`config.mk`:
```
export PLATFORM = sky130hd
export DESIGN_NAME = sdmx_ctrl
export DESIGN_NICKNAME = d
export VERILOG_FILES = /design/src/sv/sdmx_pkg.sv /design/src/sv/sdmx_ctrl.sv
export SDC_FILE = /design/constraint.sdc
export NUM_CORES = 1
export LEC_CHECK = 0
export BUFFER_PORTS_ARGS = -buffer_cell sky130_fd_sc_hd__buf_4
export CAP_MARGIN = 5
export CORE_AREA = 8 8 45 47
export DETAILED_ROUTE_END_ITERATION = 16
export DIE_AREA = 0 0 53 55
export GPL_ROUTABILITY_DRIVEN = 0
export REMOVE_ABC_BUFFERS = 1
export SLEW_MARGIN = 20
export SYNTH_ARGS = -nofsm -noshare
export SYNTH_HDL_FRONTEND = slang
export SYNTH_SLANG_ARGS = --single-unit
```
`constraint.sdc`:
```
create_clock -name clk -period 2.16 [get_ports clk]
set_input_delay 0.108 -clock clk [delete_from_list [all_inputs] [get_ports clk]]
set_output_delay 0.108 -clock clk [all_outputs]
set_load 0.01 [all_outputs]
```
`src/sv/sdmx_pkg.sv`:
```
`timescale 1ns / 1ps
`default_nettype none

package sdmx_pkg;

	localparam int SAMPLE_BITS     = 16;
	localparam int PHASE_FRAC_BITS = 16;
	localparam int MAX_RUN         = 16;

	localparam int PHASE_BITS    = PHASE_FRAC_BITS + 4;
	localparam int CFG_DATA_BITS = PHASE_BITS;
	localparam int CFG_IDX_BITS  = 1;
	localparam int RUN_BITS      = (MAX_RUN > 1) ? $clog2(MAX_RUN) : 1;
	localparam int DIFF_BITS     = SAMPLE_BITS + 1;
	localparam int PROD_BITS     = DIFF_BITS + PHASE_FRAC_BITS + 1;

	localparam logic [PHASE_BITS-1:0] RATE_RESET = PHASE_BITS'(196608);

	typedef enum logic [CFG_IDX_BITS-1:0] {
		REG_RATE_STEP   = 1'b0,
		REG_PASSTHROUGH = 1'b1
	} cfg_reg_t;

	typedef struct packed {
		logic accept;
		logic mul;
		logic step;
	} sdmx_cmd_t;

	typedef struct packed {
		logic passthrough;
		logic primed;
		logic phase_ge_one;
		logic last;
	} sdmx_status_t;

endpackage

`default_nettype wire

```
`src/sv/sdmx_ctrl.sv`:
```
`timescale 1ns / 1ps
`default_nettype none

module sdmx_ctrl import sdmx_pkg::*; (
	input  wire logic         clk,
	input  wire logic         arst_n,
	input  wire logic         in_valid,
	output logic              in_ready,
	output logic              out_valid,
	input  wire logic         out_ready,
	output sdmx_cmd_t         cmd,
	input  wire sdmx_status_t status
);

	typedef enum logic [3:0] {
		ST_IDLE = 4'b0001,
		ST_MUL  = 4'b0010,
		ST_ADD  = 4'b0100,
		ST_OUT  = 4'b1000
	} state_t;

	state_t state_q;
	state_t state_d;
	logic   accept;

	assign in_ready  = (state_q == ST_IDLE);
	assign out_valid = (state_q == ST_OUT);
	assign accept    = in_ready && in_valid;

	always_comb begin
		cmd        = '0;
		cmd.accept = accept;
		state_d    = state_q;
		case (state_q)
			ST_IDLE: begin
				if (accept) begin
					if (status.passthrough) begin
						state_d = ST_OUT;
					end else if (status.primed && !status.phase_ge_one) begin
						state_d = ST_MUL;
					end
				end
			end
			ST_MUL: begin
				cmd.mul = 1'b1;
				state_d = ST_ADD;
			end
			ST_ADD: begin
				cmd.step = 1'b1;
				state_d  = ST_OUT;
			end
			ST_OUT: begin
				if (out_ready) begin
					state_d = status.last ? ST_IDLE : ST_MUL;
				end
			end
			default: state_d = ST_IDLE;
		endcase
	end

	always_ff @(posedge clk or negedge arst_n) begin
		if (!arst_n) begin
			state_q <= ST_IDLE;
		end else begin
			state_q <= state_d;
		end
	end

endmodule

`default_nettype wire

```
# Word-level counts from Yosys, hierarchy flattened
# Cells that the tools add are included.
# op_classes
eq_ne	7
n_mux	8
reduce_logical	4
# ops
op	n
4-bit 2-to-1 mux	4
4-bit one-hot mux with 4 select lines	1
4-bit by 1-bit equality test with 1-bit output, second input constant	1
4-bit by 2-bit equality test with 1-bit output, second input constant	1
4-bit by 3-bit equality test with 1-bit output, second input constant	1
4-bit equality test, second input constant	1
2-bit by 1-bit != test with 1-bit output, second input constant	2
3-bit by 1-bit != test with 1-bit output, second input constant	1
3-bit AND reduction	1
1-bit logical AND	2
1-bit 2-to-1 mux	2
2-bit 2-to-1 mux	1
1-bit zero test	1
# totals
reg_bits	4
inputBits	8
output_inout_bits	5

# Depth between registers and ports, before layout
# depth
ltp_word	6
depth_mapped	5

# Worst setup path before layout
# Ideal clock, no wire load.
# synth_timing
kind	register to register
start	reg state_q[0]
end	reg state_q[0]
setup_time_ns	0.091
t_arrival_ns	1.443
required_time_ns	2.069
setup_slack_ns	0.626
stages_incl_launch_ff	6
n_path_buf	1
synth_period_minus_slack_ns	1.534
path_cell_list	dfstp_2 -> buf_4 -> nor4b_2 -> nor3b_1 -> o21ai_1 -> o31ai_1
# synth_between
elab_chain_cells	4
# synth_lines
element	line_no	rtl
from (decl)	sdmx_ctrl.sv:22	state_t state_q;
from (signal assigned)	sdmx_ctrl.sv:65	state_q <= state_d;
4-bit by 1-bit equality test with 1-bit output (*)	sdmx_ctrl.sv:26	assign in_ready = (state_q == ST_IDLE);
named net in_ready	sdmx_ctrl.sv:8	output logic in_ready,
1-bit logical AND	sdmx_ctrl.sv:28	assign accept = in_ready && in_valid;
2-bit by 1-bit != test with 1-bit output (no line)	--	
3-bit AND reduction (no line)	--	
# Mark *: on every way through the listed nets, which the timed path passes. The rest lies on a longest branch.
# A chain may end at the register's enable or synchronous reset.

# Worst setup path after layout
# layout_timing
start	reg state_q[1]
end	out out_valid
# layout_between
elab_chain_cells	1
# layout_lines
element	line_no	rtl
4-bit equality test	sdmx_ctrl.sv:27	assign out_valid = (state_q == ST_OUT);
to (decl)	sdmx_ctrl.sv:9	output logic out_valid,
# Every way passes these cells.

==> impl_metrics.py <==
metrics = {
    "sta": {
        "worst_pin_slew_ns": 0.573,
        "drv_slew": 0,
        "rsz0062_at_grt": "no",
        "period_needed_ns": 1.59,
        "clock.fmax_mhz": 630,
        "tns_ns": 0,
        "period_share_pct": 73.5,
        "whs_ns": 0.156,
        "setup_viol": 0,
        "slew_headroom_pct": 61.3,
        "hold_violations": 0,
        "finClkSkew_ns": 0.000854,
    },
    "logic_synthesis": {
        "synth_cell_types": 20,
        "syn_inst": 30,
        "synth_seq_cells": 4,
        "yosys_warnings": 0,
        "avgSynthCellArea_sq_um": 9.88,
        "yosysSeqAreaShare_pct": 34.2,
        "syn_area_sq_um": 297,
    },
    "grt": {
        "grtUsageMet3_pct": 3.74,
        "busiest_layer": "met2",
        "grt_pass1_vias": 260,
        "overflow": 0,
        "grt_max_degree": 10,
        "met2_usage_pct": 7.42,
        "grt_pass1_wl_um": 1060,
        "antenna_found_initial": 0,
        "use_met1_pct": 5.34,
        "track_usage_pct": 5.25,
    },
    "pwr": {
        "peakVddDrop_mv": 0.374,
        "p_leak_nw": 0.184,
        "powerDensity_nw_per_um2": 1100,
    },
    "critical_path": {
        "cpMaxStageDelayCell": "nor4b_1",
        "max_stage_delay_ns": 0.57,
        "crit_family": "simple AND/OR/NAND/NOR gates",
        "crit_type": "flip-flop to output port",
        "endpoint_kind": "output port",
        "path_cells": "nor4b_1, buf_4",
        "crit_arrival_ns": 1.48,
        "critPathMaxFanout": 8,
        "critPathLaunchType": "flip-flop",
        "crit_required_ns": 2.05,
        "critPathBufInv": 1,
    },
    "finish": {
        "drive_gt1_share_pct": 43.5,
        "regArea_sq_um": 101,
        "nets": 55,
        "diodes": 0,
        "top_register": "state_q",
        "post-route-util_pct": 31.5,
        "fillers": 148,
        "largest_reg_flops": 4,
        "finalNonFillerCells": 62,
        "final_cell_mix": "buf_4, nor4b_1, nor3b_1, clkbuf_4, dfrtp_1",
        "syn2layout_area_growth_pct": 46.8,
        "largestRegisters": "state_q: 4 flops",
        "multiInputGateArea_sq_um": 176,
        "layout_commonest_cell": "buf_4",
    },
    "flow_run": {
        "maxCapViolCount": 0,
    },
    "floorplanning": {
        "core-area_sq_um": 1380,
        "dieArea_sq_um": 2920,
        "die_h_um": 55,
        "design.portCount": 13,
        "initial_core_util_pct": 21.4,
        "dieWidth_um": 53,
        "rows": 14,
    },
    "clock_tree": {
        "h-tree-depth": 1,
        "insertion_delay_ns": 0.23,
        "cts_tree": "yes",
        "postCtsSetupBuffers": 0,
        "numCtsBuffers": 3,
        "cts_root_buf": "clkbuf_4",
        "clk_path_buf_depth": 2,
        "cts_sinks": 4,
        "post_cts.resized_instances": 0,
        "cts.reportedPaths.clkPinSlew_ns": 0.04,
        "hold_buffers": 1,
    },
    "route": {
        "route.antenna.remaining_nets": 0,
        "drtPass1Iterations": 4,
        "vias": 285,
        "drt_iter0_markers": 4,
        "wl_per_cell_um": 11.2,
        "via_per_inst": 4.60,
        "drc_errors": 0,
        "drt-total-wl_um": 696,
    },
    "placed_design": {
        "dp_hpwl_um": 563,
        "io_buffers": 12,
        "dpl.cell_count": 57,
    },
    "outcome": {
        "outcome": "complete, no violations",
    },
    "worst_hold_path": {
        "min_path_type": "input port to flip-flop",
    },
}
[through the flow]
stage / total power [W] / area, sq um / setup slack, ns
6_report: 0.000478 / 435 / 0.572
5_1_grt: 0.000519 / 435 / 0.446
4_1_cts: 0.000487 / 435 / 0.539
3_5_place_dp: 0.000380 / 399 / 0.579
3_3_place_gp: 0.000381 / 399 / 0.579
2_1_floorplan: 0.000278 / 282 / 0.674
[cell type report]
type | count | share of cell area (%)
clock buffer | 4 | 6.03
inverter | 1 | 0.862
multi-input combinational | 23 | 40.5
sequential | 4 | 23.3
tap | 16 | 4.60
timing repair buffer | 14 | 24.7
[tightest hold or removal path, cell delays in order]
cell and delay (ns):
buf_4 0.08, nand2b_1 0.09, a21oi_1 0.06
[routing by layer]
metal | wire (um) | vias up
met1 | 332 | 132
met5 | 0 | -
li1 | - | 148
met2 | 333 | 5
met4 | 0 | 0
met3 | 30 | 0
[cells in the mapped netlist]
library cell | instances | area share [%]
a211oi_2 | 1 | 4.2
a21oi_1 | 2 | 3.4
and2_1 | 1 | 2.1
and2b_2 | 1 | 3.0
buf_4 | 2 | 5.1
dfrtp_1 | 3 | 25
dfstp_2 | 1 | 8.9
inv_1 | 1 | 1.3
nand2b_1 | 1 | 2.1
nand3b_1 | 1 | 2.5
nor2_1 | 1 | 1.3
nor2b_1 | 1 | 2.1
nor3b_1 | 3 | 7.6
nor4b_1 | 3 | 8.9
nor4b_2 | 1 | 5.1
o21ai_0 | 1 | 1.7
o21ai_1 | 1 | 1.7
o2bb2ai_1 | 1 | 3.0
o31ai_1 | 2 | 5.1
or3b_1 | 2 | 5.9
[kinds of logic (layout without fill, tap and decap cells)]
kind of cell / Yosys count / after routing / synth area share [%]
simple gates: 15 / 15 / 40.5
compound gates: 8 / 8 / 19.0
buf+inv: 3 / 19 / 6.33
flops: 4 / 4 / 34.2
[final timing paths]
kind                                           to  cells past startpoint  slack [ns]              startpoint
setup / recovery                        out_valid                      2        0.57  state_q[1]$_DFFE_PN0P_
hold / removal             state_q[1]$_DFFE_PN0P_                      3        0.16               status[0]
setup reg to reg           state_q[0]$_DFFE_PN1P_                      4        0.57  state_q[0]$_DFFE_PN1P_
hold reg to reg            state_q[0]$_DFFE_PN1P_                      2        0.55  state_q[0]$_DFFE_PN1P_
max in group asynchronous  state_q[0]$_DFFE_PN1P_                      2        1.76                  arst_n
min in group asynchronous  state_q[3]$_DFFE_PN0P_                      2        0.21                  arst_n
[power by group]
part	internal, W	switching [W]
clock	0.0000694	0.0000314
sequential	0.000107	0.0000456
combinational	0.000132	0.0000924
total	0.000308	0.000169
(Power assumes the default switching activity.)
