File: src/sv/sdmx_pkg.sv
`timescale 1ns / 1ps
`default_nettype none

package sdmx_pkg;

	localparam int SAMPLE_BITS     = 16;
	localparam int PHASE_FRAC_BITS = 16;
	localparam int MAX_RUN         = 16;

	localparam int PHASE_BITS    = PHASE_FRAC_BITS + 4;
	localparam int CFG_DATA_BITS = PHASE_BITS;
	localparam int CFG_IDX_BITS  = 1;
	localparam int RUN_BITS      = (MAX_RUN > 1) ? $clog2(MAX_RUN) : 1;
	localparam int DIFF_BITS     = SAMPLE_BITS + 1;
	localparam int PROD_BITS     = DIFF_BITS + PHASE_FRAC_BITS + 1;

	localparam logic [PHASE_BITS-1:0] RATE_RESET = PHASE_BITS'(196608);

	typedef enum logic [CFG_IDX_BITS-1:0] {
		REG_RATE_STEP   = 1'b0,
		REG_PASSTHROUGH = 1'b1
	} cfg_reg_t;

	typedef struct packed {
		logic accept;
		logic mul;
		logic step;
	} sdmx_cmd_t;

	typedef struct packed {
		logic passthrough;
		logic primed;
		logic phase_ge_one;
		logic last;
	} sdmx_status_t;

endpackage

`default_nettype wire

File: src/sv/sdmx_datapath.sv
`timescale 1ns / 1ps
`default_nettype none

module sdmx_datapath import sdmx_pkg::*; (
	input  wire logic                          clk,
	input  wire logic                          arst_n,
	input  wire sdmx_cmd_t                     cmd,
	output sdmx_status_t                       status,
	input  wire logic signed [SAMPLE_BITS-1:0] left_sample,
	input  wire logic signed [SAMPLE_BITS-1:0] right_sample,
	input  wire logic                          cfg_we,
	input  wire logic [CFG_IDX_BITS-1:0]       cfg_index,
	input  wire logic [CFG_DATA_BITS-1:0]      cfg_wdata,
	output logic signed [SAMPLE_BITS-1:0]      mono_out,
	output logic                               last_of_run
);

	localparam logic [PHASE_BITS-1:0] PHASE_ONE = PHASE_BITS'(1) << PHASE_FRAC_BITS;

	logic [PHASE_BITS-1:0]         rate_q;
	logic                          pass_q;
	logic signed [SAMPLE_BITS-1:0] prev_q;
	logic signed [SAMPLE_BITS-1:0] cur_q;
	logic [PHASE_BITS-1:0]         phase_q;
	logic                          primed_q;
	logic [RUN_BITS-1:0]           run_q;
	logic signed [PROD_BITS-1:0]   prod_s1;
	logic signed [SAMPLE_BITS-1:0] out_q;
	logic                          last_q;

	logic signed [SAMPLE_BITS:0]   pair_sum;
	logic signed [SAMPLE_BITS-1:0] cur;
	logic signed [DIFF_BITS-1:0]   diff;
	logic signed [PHASE_FRAC_BITS:0] frac;
	logic signed [PROD_BITS-1:0]   scaled;
	logic [PHASE_BITS:0]           phase_sum;
	logic [PHASE_BITS-1:0]         phase_next;
	logic                          next_ge_one;
	logic                          run_last;

	// floor average of the pair
	assign pair_sum = {left_sample[SAMPLE_BITS-1], left_sample}
		+ {right_sample[SAMPLE_BITS-1], right_sample};
	assign cur      = pair_sum[SAMPLE_BITS:1];

	assign diff   = {cur_q[SAMPLE_BITS-1], cur_q} - {prev_q[SAMPLE_BITS-1], prev_q};
	assign frac   = {1'b0, phase_q[PHASE_FRAC_BITS-1:0]};
	assign scaled = prod_s1 >>> PHASE_FRAC_BITS;

	// saturating phase advance
	assign phase_sum   = {1'b0, phase_q} + {1'b0, rate_q};
	assign phase_next  = phase_sum[PHASE_BITS] ? '1 : phase_sum[PHASE_BITS-1:0];
	assign next_ge_one = |phase_next[PHASE_BITS-1:PHASE_FRAC_BITS];
	assign run_last    = next_ge_one || (run_q == RUN_BITS'(MAX_RUN - 1));

	assign status.passthrough  = pass_q;
	assign status.primed       = primed_q;
	assign status.phase_ge_one = |phase_q[PHASE_BITS-1:PHASE_FRAC_BITS];
	assign status.last         = last_q;

	assign mono_out    = out_q;
	assign last_of_run = last_q;

	always_ff @(posedge clk or negedge arst_n) begin
		if (!arst_n) begin
			rate_q   <= RATE_RESET;
			pass_q   <= 1'b0;
			prev_q   <= '0;
			phase_q  <= '0;
			primed_q <= 1'b0;
			run_q    <= '0;
			last_q   <= 1'b0;
		end else begin
			if (cfg_we) begin
				case (cfg_index)
					REG_RATE_STEP:   rate_q <= cfg_wdata[PHASE_BITS-1:0];
					REG_PASSTHROUGH: pass_q <= cfg_wdata[0];
					default: ;
				endcase
			end
			if (cmd.accept) begin
				run_q <= '0;
				if (pass_q) begin
					prev_q   <= cur;
					primed_q <= 1'b1;
					last_q   <= 1'b1;
				end else if (!primed_q) begin
					prev_q   <= cur;
					primed_q <= 1'b1;
				end else if (status.phase_ge_one) begin
					// no result for this sample
					prev_q  <= cur;
					phase_q <= phase_q - PHASE_ONE;
				end
			end
			if (cmd.step) begin
				run_q  <= run_q + RUN_BITS'(1);
				last_q <= run_last;
				if (run_last) begin
					prev_q  <= cur_q;
					phase_q <= next_ge_one ? phase_next - PHASE_ONE : '0;
				end else begin
					phase_q <= phase_next;
				end
			end
		end
	end

	always_ff @(posedge clk) begin
		if (cmd.accept) begin
			cur_q <= cur;
			if (pass_q) begin
				out_q <= cur;
			end
		end
		if (cmd.mul) begin
			prod_s1 <= diff * frac;
		end
		if (cmd.step) begin
			out_q <= prev_q + scaled[SAMPLE_BITS-1:0];
		end
	end

endmodule

`default_nettype wire

File: config.mk
export PLATFORM = sky130hd
export DESIGN_NAME = sdmx_datapath
export DESIGN_NICKNAME = d
export VERILOG_FILES = /design/src/sv/sdmx_pkg.sv /design/src/sv/sdmx_datapath.sv
export SDC_FILE = /design/constraint.sdc
export NUM_CORES = 1
export LEC_CHECK = 0
export ABC_AREA = 1
export CAP_MARGIN = 20
export CORE_MARGIN = 3
export CORE_UTILIZATION = 50
export DETAILED_ROUTE_END_ITERATION = 10
export DONT_BUFFER_PORTS = 1
export GPL_TIMING_DRIVEN = 0
export PLACE_DENSITY = 0.63
export SLEW_MARGIN = 20
export SYNTH_ARGS = -nofsm -noshare
export SYNTH_HDL_FRONTEND = slang
export SYNTH_SLANG_ARGS = --single-unit
File: constraint.sdc
create_clock -name clk -period 10.2 [get_ports clk]
set_clock_uncertainty 0.2 [all_clocks]
set_input_delay 2.55 -clock clk [delete_from_list [all_inputs] [get_ports clk]]
set_output_delay 2.55 -clock clk [all_outputs]
set_load 0.03 [all_outputs]
After elaboration in Yosys (flattened, before gate mapping)

Index checks and enable logic that the tools add are counted.

Register bits: 127
Input bits: 59
Output and inout bits: 21

Multiply operators: 1
Bitwise operators: 1
Reductions and logical operators: 11
$add $sub $neg: 7
Multiplexer cells: 22
Equal/unequal tests: 2

Operators with widths:

| cell                                                | count |
|---|---|
| 2-to-1 mux 20 bit                                   | 8 |
| 2-to-1 mux 16 bit                                   | 9 |
| subtractor 20 x 17 -> 20 bit, second input constant | 2 |
| multiplier 17 x 17 -> 32 bit                        | 1 |
| adder 20 x 20 -> 21 bit                             | 1 |
| adder 16 x 16 -> 17 bit                             | 1 |
| subtractor 16 x 16 -> 17 bit                        | 1 |
| adder 16 bit                                        | 1 |
| 2-to-1 mux 4 bit                                    | 2 |
| nonzero test 2 bit                                  | 4 |
| OR reduction 4 bit                                  | 2 |
| AND reduction 2 bit                                 | 3 |
| adder 4 x 1 -> 4 bit, second input constant         | 1 |
| == test 4 bit, second input constant                | 1 |
| AND reduction 4 bit                                 | 1 |
| 2-to-1 mux 1 bit                                    | 3 |
| != test 2 bit, second input constant                | 1 |
| logical OR 1 bit                                    | 1 |
| NOT 1 bit                                           | 1 |

Depth between registers and ports, before layout

Gate-level depths: netlist (run 1).

Word-level depth: 7
Gate-level depth with buffers: 37
Depth with buffers taken out: 37

Least setup slack after synthesis (run 1)

No wires, ideal clock.

Path kind: flip-flop to flip-flop
From: reg prev_q[0]
To: reg prod_s1[31] (data pin)
Arrival: 6.716 ns
Buffers on the path: 2
Setup time: 0.252 ns
Slack: 3.032 ns
Cell stages (with the launch flop): 31
Data required time: 9.748 ns
Path through: dfrtp_1 ha_1 fa_1 o21ai_1 o21ai_1 o21ai_2 nand3_1 nand2_1 nand2_1 nand2_1 clkbuf_1 nor2_1 fa_1 inv_1 fa_1 buf_2 xor2_1 o21ai_0 fa_1 fa_1 inv_1 fa_1 inv_1 ha_1 a21oi_1 o21ai_0 a221oi_1 and2_1 o21ai_0 nand3_1 nand2_1

Longest elaborated chain between the ends: 2

RTL lines:

| item                         | line                 | text |
|---|---|---|
| from (decl)                  | sdmx_datapath.sv:22  | `logic signed [SAMPLE_BITS-1:0] prev_q;` |
| from (signal assigned)       | sdmx_datapath.sv:84  | `prev_q <= cur;` |
| from (signal assigned)       | sdmx_datapath.sv:88  | `prev_q <= cur;` |
| from (signal assigned)       | sdmx_datapath.sv:92  | `prev_q <= cur;` |
| subtractor 16 x 16 -> 17 bit | sdmx_datapath.sv:46  | `assign diff = {cur_q[SAMPLE_BITS-1], cur_q} - {prev_q[SAMPLE_BITS-1], prev_q};` |
| multiplier 17 x 17 -> 32 bit | sdmx_datapath.sv:117 | `prod_s1 <= diff * frac;` |
| to (signal assigned)         | sdmx_datapath.sv:117 |  |
| to (decl)                    | sdmx_datapath.sv:27  | `logic signed [PROD_BITS-1:0] prod_s1;` |

No other way between the ends.
A chain may end at the register's enable or synchronous reset.

Worst setup path after layout (run 1)

From: reg prev_q[0]
To: reg prod_s1[27] (data pin)

Same word-level chain as after synthesis.

==> results of run 1 <==
layer usage:
| metal | GRT usage (%) | share of wire (%) |
|---|---|---|
| met4 | 5.89 | 2.5 |
| met2 | 46.6 | 47 |
| met5 | 0 | 0 |
| met1 | 37.5 | 43 |
| met3 | 4.53 | 6.9 |
flip-flops by register name (all words and copies together) (netlist names):
signal       cells
cur_q           16
last_of_run      1
mono_out        16
pass_q           1
phase_q         20
prev_q          16
primed_q         1
prod_s1         16
rate_q          20
run_q            4
final timing paths:
path,startpoint,to,slack [ns]
min in group asynchronous,arst_n,rate_q[15]$_DFFE_PN0P_,1.68
min,primed_q$_DFFE_PN0P_,primed_q$_DFFE_PN0P_,0.29
max in group asynchronous,arst_n,rate_q[16]$_DFFE_PN1P_,7.89
max reg2reg,prev_q[0]$_DFF_PN0_,prod_s1[27]$_DFFE_PP_,1.09
min reg2reg,primed_q$_DFFE_PN0P_,primed_q$_DFFE_PN0P_,0.29
max,prev_q[0]$_DFF_PN0_,prod_s1[27]$_DFFE_PP_,1.09
cell families after synthesis:
family	synth area share, %
buffers and inverters	12.5
muxes	1.11
and+or+nand+nor	19.4
DFF	16.6
adders and majority gates	39.4
AOI/OAI and AO/OA	7.32
xor gates and xnor gates	3.68
Yosys cell counts (all sizes together) (8+ instances only):
master	instances
nand3	88
edfxtp	48
nand4	12
fa	263
o21ai	86
inv	540
ha	151
clkbuf	35
nor2	218
xnor2	21
buf	15
or2	18
a21oi	110
o22ai	10
dfrtp	61
mux2	18
clkinv	8
o21bai	8
xor2	52
nor3	15
nand2	491
worst reg2reg max path: cells and delay by family, from the launching register on:
family	cells	cell delay [ns]
DFF	1	0.41
buffers and inverters	5	0.87
adders and majority gates	9	3.81
AOI/OAI and AO/OA	6	1.42
and+or+nand+nor	6	1.03
xor gates and xnor gates	2	1.14
cell type report:
cell class	instances	area, sq um	share of cell area, %
Clock inverter	5	46.3	0.243
Multi-Input combinational cell	1601	12900	67.6
Sequential cell	111	3020	15.8
Clock buffer	11	254	1.33
Inverter	548	2060	10.8
Buffer	50	223	1.17
Tap cell	461	577	3.03
through the flow:
stage	cells	worst slack [ns]	utilization, %
after floorplan	2310	3.03	-
after CTS	2787	1.19	53.3
after global placement	2771	1.23	52.5
after detailed placement	2771	1.25	52.5
after global routing	2787	0.597	53.3
final	2787	1.09	53.3
==> qor.csv, run 1 <==
stage;metric;value;unit
global_routing;grt-ovfl-total;0;
critical_path;cp.required;10.12;ns
route;wl;50900;microns
synth;synth_cell_types;55;
clock_network;ctsLongestPathBuffers;2;
clock_network;clock_sink_count;111;
place;gp_congestion;0.943;
synth;yosysSeqAreaShare;16.6;%
clock_network;cts_buffers;9;
hold_path;hold_depth;2;
sta;period_share;89.3;%
clock_network;insertion_delay;0.36;ns
final_layout;nNetsFinal;2794;
global_routing;grt.total_usage;27.4;%
sta;setup_violations;0;
final_layout;final_common_cell;inv_1;
final_layout;fin_area;19100;sq um
floorplan;die_h;197;microns
sta;tightest_slew;1.05;ns
sta;fin_crit;9.11;ns
floorplan;die-width;197;microns
synth;synth.avg_cell_area;7.87;sq um
route;post_drt_wl_per_cell;18.3;microns
critical_path;crit_type;flop to flop;
route;drt_iter0_drc;1109;
critical_path;crit_family;adder cells;
clock_network;path_clk_slew;0.08;ns
place;hpwlAfterDp;43400;microns
clock_network;cts_root_buf;clkbuf_16;
final_layout;drive_gt1_share;3.91;%
route;ant_nets;0;
floorplan;core_area;35700;sq um
sta;rsz0062_at_grt;false;
synth;synth_nets;2783;
status;outcome;completed;
global_routing;antenna_found_initial;0;
final_layout;final_cell_mix;531 x inv_1, 484 x nand2_1, 263 x fa_1;
critical_path;cp_common_cell;fa_1;
floorplan;start_util;50.9;%
job;maxCapViolations;0;
floorplan;die_area;38700;sq um
route;vias_per_cell;5.38;
global_routing;grt_max_degree;64;
floorplan;ioPinCount;80;
sta;max_slew_margin;29.5;%
critical_path;r2r_cells;28;
global_routing;grt_pass1_wl;82800;microns
synth;synth_warnings;0;
critical_path;end_kind;flop;
synth;syn-instance-count;2310;
route;drtPass1Iterations;6;
sta;fin_setup_tns;0;ns
clock_network;cts_resized;0;
synth;async_flop_share;56.8;%
floorplan;core.rowCount;69;
critical_path;cp_data_arrival_time;9.03;ns
sta;hold_viol;0;
synth;synth_top_area_share;29.0;%
critical_path;critPathMaxFanout;9;
place;dpl-instance-area;18800;sq um
clock_network;hold_buffers;0;
hold_path;hp-class;flop to flop;
critical_path;crit_slowest_cell;xor2_1;
synth;synth_area_leaders;fa_1 29%, inv_1 11%, ha_1 10%;
sta;fin_hold_ws;0.285;ns
route;drc;0;
critical_path;cp-start-kind;flop;
clock_network;cts_tree;yes;
route;vias;15000;
synth;yosysTopAreaCell;fa_1;
place;port_buffers;0;
final_layout;antenna_cells;0;
clock_network;postCtsSetupBuffers;0;
sta;max_freq;0.110;GHz
synth;ys_seq_elements;111;
critical_path;cp_num_buf_inv;5;
synth;synth-edff-count;48;
final_layout;nFillCells;3573;
clock_network;cts-htree-levels;3;
critical_path;cp_num_cells;28;
sta;finalMaxSlewViolations;0;
final_layout;area_growth;4.82;%
global_routing;grt_pass1_vias;15500;
synth;ys.flop_type;dfrtp_1;
synth;synth_area;18200;sq um
critical_path;slowest_delay;0.79;ns
Power of run 1 is left out: the tool's default activity adds up to more than one toggle a clock period on the data nets, which glitch-free logic cannot reach.
==> run 2, diff against run 1 <==
--- a/config.mk
+++ b/config.mk
@@ -7,12 +7,14 @@
 export LEC_CHECK = 0
 export ABC_AREA = 1
 export CAP_MARGIN = 20
+export CELL_PAD_IN_SITES_DETAIL_PLACEMENT = 0
+export CELL_PAD_IN_SITES_GLOBAL_PLACEMENT = 1
 export CORE_MARGIN = 3
 export CORE_UTILIZATION = 50
 export DETAILED_ROUTE_END_ITERATION = 10
 export DONT_BUFFER_PORTS = 1
 export GPL_TIMING_DRIVEN = 0
-export PLACE_DENSITY = 0.63
+export PLACE_DENSITY = 0.81
 export SLEW_MARGIN = 20
 export SYNTH_ARGS = -nofsm -noshare
 export SYNTH_HDL_FRONTEND = slang
==> qor.csv, run 2 (same netlist as run 1, synthesis figures left out) <==
stage;metric;value;unit;change
status;outcome;completed;;
sta;fin_ws;1.26;ns;+0.167 ns
clock_network;insertion_delay;0.38;ns;+0.02 ns
clock_network;cts_resized;0;;unchanged
critical_path;cp.required;10.10;ns;-0.02 ns
sta;max_slew_margin;34.1;%;+4.6 points
sta;fin_hold_ws;0.295;ns;+0.0102 ns
floorplan;die-width;197;microns;unchanged
sta;rsz0062_at_grt;false;;
route;post_drt_wl_per_cell;18.6;microns;+1.8%
global_routing;grt_pass1_vias;15000;;-3.3%
final_layout;antenna_cells;0;;unchanged
global_routing;grt-ovfl-total;0;;unchanged
route;drc;0;;unchanged
critical_path;r2r-start;prev_q[0]$_DFF_PN0_;;
place;hpwlAfterDp;44100;microns;+1.6%
global_routing;grt.total_usage;27.7;%;+0.24 points
hold_path;hold_depth;2;;unchanged
sta;fin_setup_tns;0;ns;unchanged
route;ant_nets;0;;unchanged
clock_network;hold_buffers;0;;unchanged
final_layout;top_regs;phase_q (20), rate_q (20);;
clock_network;postCtsSetupBuffers;0;;unchanged
job;maxCapViolations;0;;unchanged
sta;period_share;87.7;%;-1.6 points
sta;finalMaxSlewViolations;0;;unchanged
route;vias_per_cell;5.31;;-1.3%
critical_path;critPathMaxFanout;10;;+1
route;drtPass1Iterations;5;;-1
critical_path;end_kind;flop;;
critical_path;r2r_cells;34;;+21%
final_layout;final_cell_mix;531 x inv_1, 484 x nand2_1, 263 x fa_1;;
floorplan;core.rowCount;69;;unchanged
clock_network;clock_sink_count;111;;unchanged
sta;fin_crit;8.94;ns;-0.167 ns
global_routing;grt_max_degree;64;;unchanged
floorplan;die_h;197;microns;unchanged
clock_network;cts_buffers;9;;unchanged
final_layout;final_common_cell;inv_1;;
critical_path;crit_type;flop to flop;;
critical_path;cp_common_cell;inv_1;;
global_routing;antenna_found_initial;2;;+2
critical_path;crit_slowest_cell;fa_1;;
route;drt_iter0_drc;1005;;-9.4%
route;wl;51800;microns;+1.8%
floorplan;start_util;50.9;%;unchanged
sta;max_freq;0.112;GHz;+1.9%
global_routing;grt_pass1_wl;82800;microns;about the same
place;gp_congestion;0.924;;-2.1%
critical_path;slowest_delay;0.70;ns;-0.09 ns
place;preCtsSetupSlack;1.43;ns;+0.178 ns
clock_network;path_clk_slew;0.09;ns;about the same
critical_path;critPathLaunch;prev_q[0]$_DFF_PN0_;;
sta;setup_violations;0;;unchanged
place;port_buffers;0;;unchanged
clock_network;cts_tree;yes;;
hold_path;holdCritStartpoint;primed_q$_DFFE_PN0P_;;
final_layout;nNetsFinal;2794;;unchanged
sta;hold_viol;0;;unchanged
floorplan;ioPinCount;80;;unchanged
final_layout;area_growth;4.88;%;about the same
route;vias;14800;;-1.3%
clock_network;cts_root_buf;clkbuf_16;;
critical_path;cp-start-kind;flop;;
sta;tightest_slew;0.985;ns;-0.0643 ns
hold_path;hp-class;flop to flop;;
final_layout;drive_gt1_share;4.00;%;+0.086 points
critical_path;cp_data_arrival_time;8.84;ns;-0.19 ns
final_layout;nFillCells;3536;;-1.0%
clock_network;ctsLongestPathBuffers;2;;unchanged
clock_network;cts-htree-levels;3;;unchanged
floorplan;die_area;38700;sq um;unchanged
floorplan;core_area;35700;sq um;unchanged
-- run 2: cell count changes in the layout (fill, tap and decap cells not counted), sizes merged --
| cell | before | now |
|---|---|---|
| bufinv | 0 | 1 |
| clkbuf | 46 | 44 |
| clkinv | 10 | 11 |
-- run 2: final timing paths --
kind	to	slack (ns)
worst max-delay path	prod_s1[31]$_DFFE_PP_	1.26
worst min-delay path	primed_q$_DFFE_PN0P_	0.30
worst max register to register	prod_s1[31]$_DFFE_PP_	1.26
worst min register to register	primed_q$_DFFE_PN0P_	0.30
max in group asynchronous	rate_q[17]$_DFFE_PN1P_	7.96
min in group asynchronous	rate_q[2]$_DFFE_PN0P_	1.66
-- run 2: cell type report --
class	count	area, sq um	share of cell area [%]
multi-input combinational	1601	12900	67.6
sequential	111	3020	15.8
inverter	548	2060	10.8
tap	461	577	3.03
clock buffer	9	225	1.18
buffer	50	223	1.17
clock inverter	7	77.6	0.407
-- run 2: metal layers --
metal | global-route usage (%) | part of all wire (%) | vias to the layer above
li1 | - | - | 7034
met1 | 38.3 | 44 | 7259
met2 | 45.4 | 47 | 408
met3 | 4.63 | 5.8 | 86
met4 | 7.68 | 3.0 | 4
met5 | 0 | 0.064 | -
-- run 2: worst max-delay path: cells and delay by family, from the launching register on --
family | cells | cell delay, ns
buffers and inverters | 10 | 1.42
AOI/OAI and AO/OA | 5 | 1.21
DFF | 1 | 0.42
and+or+nand+nor | 10 | 1.33
xor gates and xnor gates | 1 | 0.14
adders and majority gates | 8 | 3.93
-- run 2: through the flow --
step	cells	area [sq um]	util (%)
after CTS	2787	19100	53.3
after global routing	2787	19100	53.3
after floorplan	2310	18200	-
after detailed placement	2771	18800	52.5
final	2787	19100	53.3
after global placement	2771	18800	52.5
Power of run 2 is left out for the same reason.
